==> src/rtl/v3n_pkg.sv <==
// Shared types for the vector normalization core.
`default_nettype none
package v3n_pkg;

  localparam int unsigned LANES = 3;
  localparam int unsigned UNIT_WIDTH = 32;

  typedef struct packed {
    logic             valid;
    logic             zero;
    logic [LANES-1:0] neg;
  } ctl_t;

endpackage
`default_nettype wire

==> src/rtl/v3n_cell.sv <==
// One quotient bit of the restoring normalize, for all three lanes.
`default_nettype none
module v3n_cell #(
  parameter int unsigned IN_WIDTH      = 32,
  parameter int unsigned OUT_FRAC_BITS = 30,
  parameter int unsigned BIT           = 0,
  parameter int unsigned RW            = 2 * IN_WIDTH + 2 * OUT_FRAC_BITS + 3,
  parameter int unsigned QW            = OUT_FRAC_BITS + 1
) (
  input  wire logic                                   clk,
  input  wire logic                                   rst,
  input  v3n_pkg::ctl_t                               ctl_in,
  input  wire logic [RW-1:0]                          s_in,
  input  wire logic [v3n_pkg::LANES-1:0][RW-1:0]      r_in,
  input  wire logic [v3n_pkg::LANES-1:0][RW-1:0]      p_in,
  input  wire logic [v3n_pkg::LANES-1:0][QW-1:0]      q_in,
  output v3n_pkg::ctl_t                               ctl_out,
  output logic [RW-1:0]                               s_out,
  output logic [v3n_pkg::LANES-1:0][RW-1:0]           r_out,
  output logic [v3n_pkg::LANES-1:0][RW-1:0]           p_out,
  output logic [v3n_pkg::LANES-1:0][QW-1:0]           q_out
);

  logic [v3n_pkg::LANES-1:0][RW-1:0] t;
  logic [v3n_pkg::LANES-1:0]         take;
  logic [v3n_pkg::LANES-1:0][RW-1:0] r_next;
  logic [v3n_pkg::LANES-1:0][RW-1:0] p_next;
  logic [v3n_pkg::LANES-1:0][QW-1:0] q_next;

  always_comb begin
    for (int i = 0; i < v3n_pkg::LANES; i++) begin
      t[i]    = (p_in[i] << (BIT + 1)) + (s_in << (2 * BIT));
      take[i] = (t[i] <= r_in[i]);
      r_next[i] = take[i] ? (r_in[i] - t[i]) : r_in[i];
      p_next[i] = take[i] ? (p_in[i] + (s_in << BIT)) : p_in[i];
      q_next[i] = q_in[i];
      q_next[i][BIT] = take[i];
    end
  end

  always_ff @(posedge clk) begin
    s_out         <= s_in;
    r_out         <= r_next;
    p_out         <= p_next;
    q_out         <= q_next;
    ctl_out.neg   <= ctl_in.neg;
    ctl_out.zero  <= ctl_in.zero;
    if (rst) begin
      ctl_out.valid <= 1'b0;
    end else begin
      ctl_out.valid <= ctl_in.valid;
    end
  end

endmodule
`default_nettype wire

==> config.mk <==
export PLATFORM = sky130hd
export DESIGN_NAME = v3n_cell
export DESIGN_NICKNAME = d
export VERILOG_FILES = /design/src/rtl/v3n_pkg.sv /design/src/rtl/v3n_cell.sv
export SDC_FILE = /design/constraint.sdc
export NUM_CORES = 2
export LEC_CHECK = 0
export BUFFER_PORTS_ARGS = -buffer_cell sky130_fd_sc_hd__buf_4
export CAP_MARGIN = 5
export CELL_PAD_IN_SITES_DETAIL_PLACEMENT = 0
export CELL_PAD_IN_SITES_GLOBAL_PLACEMENT = 1
export CORE_AREA = 2 2 763 765
export DETAILED_ROUTE_END_ITERATION = 10
export DIE_AREA = 0 0 765 767
export GPL_TIMING_DRIVEN = 0
export PLACE_DENSITY = 0.43
export SYNTH_ARGS = -nofsm -noshare
export SYNTH_HDL_FRONTEND = slang
export SYNTH_SLANG_ARGS = --single-unit
==> constraint.sdc <==
create_clock -name clk -period 7.85 [get_ports clk]
set_input_delay 0.3925 -clock clk [delete_from_list [all_inputs] [get_ports clk]]
set_output_delay 0.3925 -clock clk [all_outputs]
set_load 0.03 [all_outputs]
# --- Word level (Yosys, flattened, before mapping) ---
# Index checks and enable logic that the tools add are counted.
op_classes:
  muxes: 6
  n_addsub: 9
  magnitude_cmp: 3
op_table:
  columns: ["operator", "count"]
  rows:
  - ["adder 127 bit", 6]
  - ["two-way mux 127 bit", 6]
  - ["<= comparator 127 bit", 3]
  - ["subtractor 127 bit", 3]
totals:
  input_bits: 989
  wordCells: 31
  regBits: 987
  out_inout_bits: 987

# --- Depth between registers and ports, before layout ---
logic_depth:
  word_depth: 3
  ltp_mapped: 37
  ltp_nobuf: 33

# --- Worst setup path after synthesis ---
# Ideal clock, no wire load.
synth_path:
  path_kind: "input to register"
  from: "input s_in[1]"
  to: "register p_out[100] (netlist bit)"
  path_buffers: 4
  path_stages: 36
  setup_ps: 122
  t_arrival_ps: 6435
  slack_ps: 1293
  required_ps: 7728
  cell_sequence: "ha_1 -> inv_1 -> fa_1 -> nor2b_1 -> o21ai_1 -> a21oi_1 -> o211ai_1 -> a2111oi_0 -> o21bai_1 -> nand2_1 -> a31o_2 -> inv_1 -> o31a_1 -> o21ai_0 -> a21oi_1 -> o21ai_0 -> xnor2_1 -> ha_1 -> clkbuf_1 -> nand4_1 -> nor2_1 -> and4_1 -> nand3_1 -> o22a_1 -> a211oi_1 -> o211ai_2 -> a21oi_1 -> a21oi_2 -> o21ai_2 -> a311oi_2 -> o21a_1 -> buf_4 -> inv_2 -> buf_2 -> buf_2 -> a21oi_1"
synth_rtl:
  columns: ["element", "line", "rtl"]
  rows:
  - ["start, declared", "v3n_cell.sv:13", "input wire logic [RW-1:0] s_in,"]
  - ["end signal, assigned", "v3n_cell.sv:44", "p_out <= p_next;"]
  - ["end, declared", "v3n_cell.sv:20", "output logic [v3n_pkg::LANES-1:0][RW-1:0] p_out,"]

==> out/metrics.yaml <==
status:
  status: "finished with violations"
  violations: "negative hold slack"
floorplanning:
  initial_core_util_pct: 16.8
  num_io_pins: 1976
  core_area_um2: 579000
  dieHeight_um: 767
  row_count: 280
  die_w_um: 765
  die-area_um2: 587000
yosys:
  syn-num-nets: 15600
  syn_inst: 13500
  synth_edf_count: 0
  synth.distinct_cells: 105
  synthArstFlopShare_pct: 0
  yosysWarnings: 0
  ys.flop_type: "dfxtp_1"
  ys_ff_latch: 987
  synthesis.area_um2: 97400
  syn_area_per_cell_um2: 7.24
  yosysSeqAreaShare_pct: 20.3
drt:
  drc: 0
  drt-wirelength-per-cell_um: 31.9
  dr.pass1.iters: 8
  routed_via_density: 4.76
  drt_iter0_drc: 8893
  num_vias: 117000
  ant_nets: 0
  drt-total-wl_um: 784000
power:
  power.density_nw_per_um2: 278
  ir_worst_vdd_mv: 0.170
  power_leakage_nw: 59.7
  power_mw: 38.9
sta:
  worstMarginPinSlew_ps: 1270
  maxSlewViolCount: 0
  holdWs_ps: -187
  setup_tns_ps: 0
  min_period_ps: 7790
  slew-limit-headroom_pct: 14.7
  setup_viol: 0
  finalCritPeriodShare_pct: 99.3
  max_freq_mhz: 128
  final_hold_viol_count: 1
cells_and_area:
  num-fill-cells: 65100
  final_cell_mix: "buf_4, a21oi_1, nand2_1"
  finalNetCount: 18700
  final_area_um2: 140000
  drive_above_1_share_pct: 16.6
  syn_to_final_growth_pct: 43.4
  fin_cells: 24600
  final_common_cell: "buf_4"
clock_network:
  clk_pin_slew_ps: 60
  cts_max_level: 4
  cts_sinks: 987
  cts_buffer_depth: 4
  cts_made_buffers: 152
  cts_tree: "built"
  cts_root_buffer: "clkbuf_16"
place:
  port_buffers: 1972
  dpl_cell_area_um2: 122000
  gp_congestion: 0.934
  dp_hpwl_um: 675000
  dp.cells: 23200
setup_path:
  critPathMaxStageDelay_ps: 500
  crit_slowest_cell: "fa_1"
  cp-start-kind: "primary input"
  arrival_ps: 8530
  worst_setup_path_end_kind: "flip-flop"
  cp-startpoint: "s_in[2]"
  critical_path_peak_fanout: 10
  critPathRequiredTime_ps: 8580
  path_class: "primary input to flip-flop"
global_routing:
  grt_max_degree: 14
  grt-ovfl-total: 0
  antenna_found_initial: 290
  grt_pass1_vias: 118000
  grt_usage_pct: 25.4
  grt_pass1_wl_um: 1030000
flow_run:
  maxCapViolCount: 0
worst_hold_path:
  hp-start: "p_in[1]"
  hold_class: "primary input to flip-flop"
==> power breakdown <==
group          switching (mW)  total [mW]  internal [mW]  leakage [nW]
logic                    16.4        23.9           7.49          48.9
clock network            3.10        7.43           4.33          2.53
registers               0.936        7.58           6.64          8.32
total                    20.4        38.9           18.5          59.7
==> cell usage after synthesis, types with 53 or more instances <==
library cell  number  area, µm²
a21oi_1         2013      10100
nand2_1         1456       5470
nor2_1          1174       4410
ha_1            1134      14200
dfxtp_1          987      19800
o21ai_0          891       4460
xnor2_1          672       5890
a21o_1           648       4860
clkbuf_1         564       2120
nand4_1          475       2970
xor2_1           425       3720
inv_1            375       1410
o21bai_1         352       2640
o21ai_1          301       1510
nand3_1          189        946
nor3_1           189        946
a31oi_1          130        813
o21a_1           129        968
buf_2            105        526
nand2b_1         104        651
nor2b_1           98        613
and3_1            82        513
o31ai_1           76        571
a211oi_1          61        458
a21boi_0          57        428
and2_1            57        357
nor4_1            57        357
o211ai_1          53        398
==> final cells by class <==
class	instances	area (µm²)	share of cell area [%]
diodes	125	313	0.224
plain buffers	671	3220	2.30
clock buffers	198	4210	3.01
clock inverters	74	1020	0.729
inverters	378	1430	1.02
multi-input cells	11400	74800	53.5
flip-flops and latches	987	19800	14.1
well taps	7755	9700	6.94
repair buffers	3013	25300	18.1
==> state kept, by name, indices dropped and copies added, names as in the netlist <==
| register | count |
|---|---|
| ctl_out | 5 |
| s_out | 127 |
| p_out | 381 |
| q_out | 93 |
| r_out | 381 |
==> worst paths after layout <==
| check | end | slack (ps) | cells past startpoint |
|---|---|---|---|
| setup / recovery | r_out[20] | 60 | 36 |
| hold / removal | p_out[1] | -190 | 3 |
==> kinds of logic after synthesis <==
kind of cell | after synthesis | share of synthesized area (%)
fa+ha+maj | 1143 | 14.7
simple gates | 4059 | 19.0
flops | 987 | 20.3
mux | 15 | 0.166
compound gates | 5074 | 31.5
buf+inv | 1082 | 4.44
xor+xnor | 1097 | 9.86
==> stage by stage <==
step	hold WS (ps)	setup WS [ps]	util, %
after floorplan	420	1290	-
after global placement	497	-6760	21.1
after detailed placement	498	-4380	21.1
after CTS	-403	3.99	24.0
after global routing	-244	-15.7	24.1
final	-187	55.6	24.1
==> per-layer routing <==
| metal | up-vias | GRT usage, % | part of all wire (%) |
|---|---|---|---|
| met3 | 886 | 4.12 | 5.9 |
| met1 | 56800 | 31.4 | 42 |
| met2 | 4007 | 43.0 | 47 |
| met5 | - | 0 | 0.040 |
| li1 | 55300 | - | - |
| met4 | 48 | 11.9 | 5.5 |
==> critical path, delay by kind of cell <==
kind	cells	cell delay, ps
compound gates	19	4260
xor+xnor	1	150
buf+inv	8	1700
fa+ha+maj	2	860
simple gates	6	1050
==> what timing repair did <==
item	CTS	global route
pin swaps	28	18
hold endpoints to repair	984	3
gates resized for setup	330	129
buffers inserted	28	9
endpoints found under the setup margin	765	760
hold buffers	983	2
(Power assumes the default switching activity.)
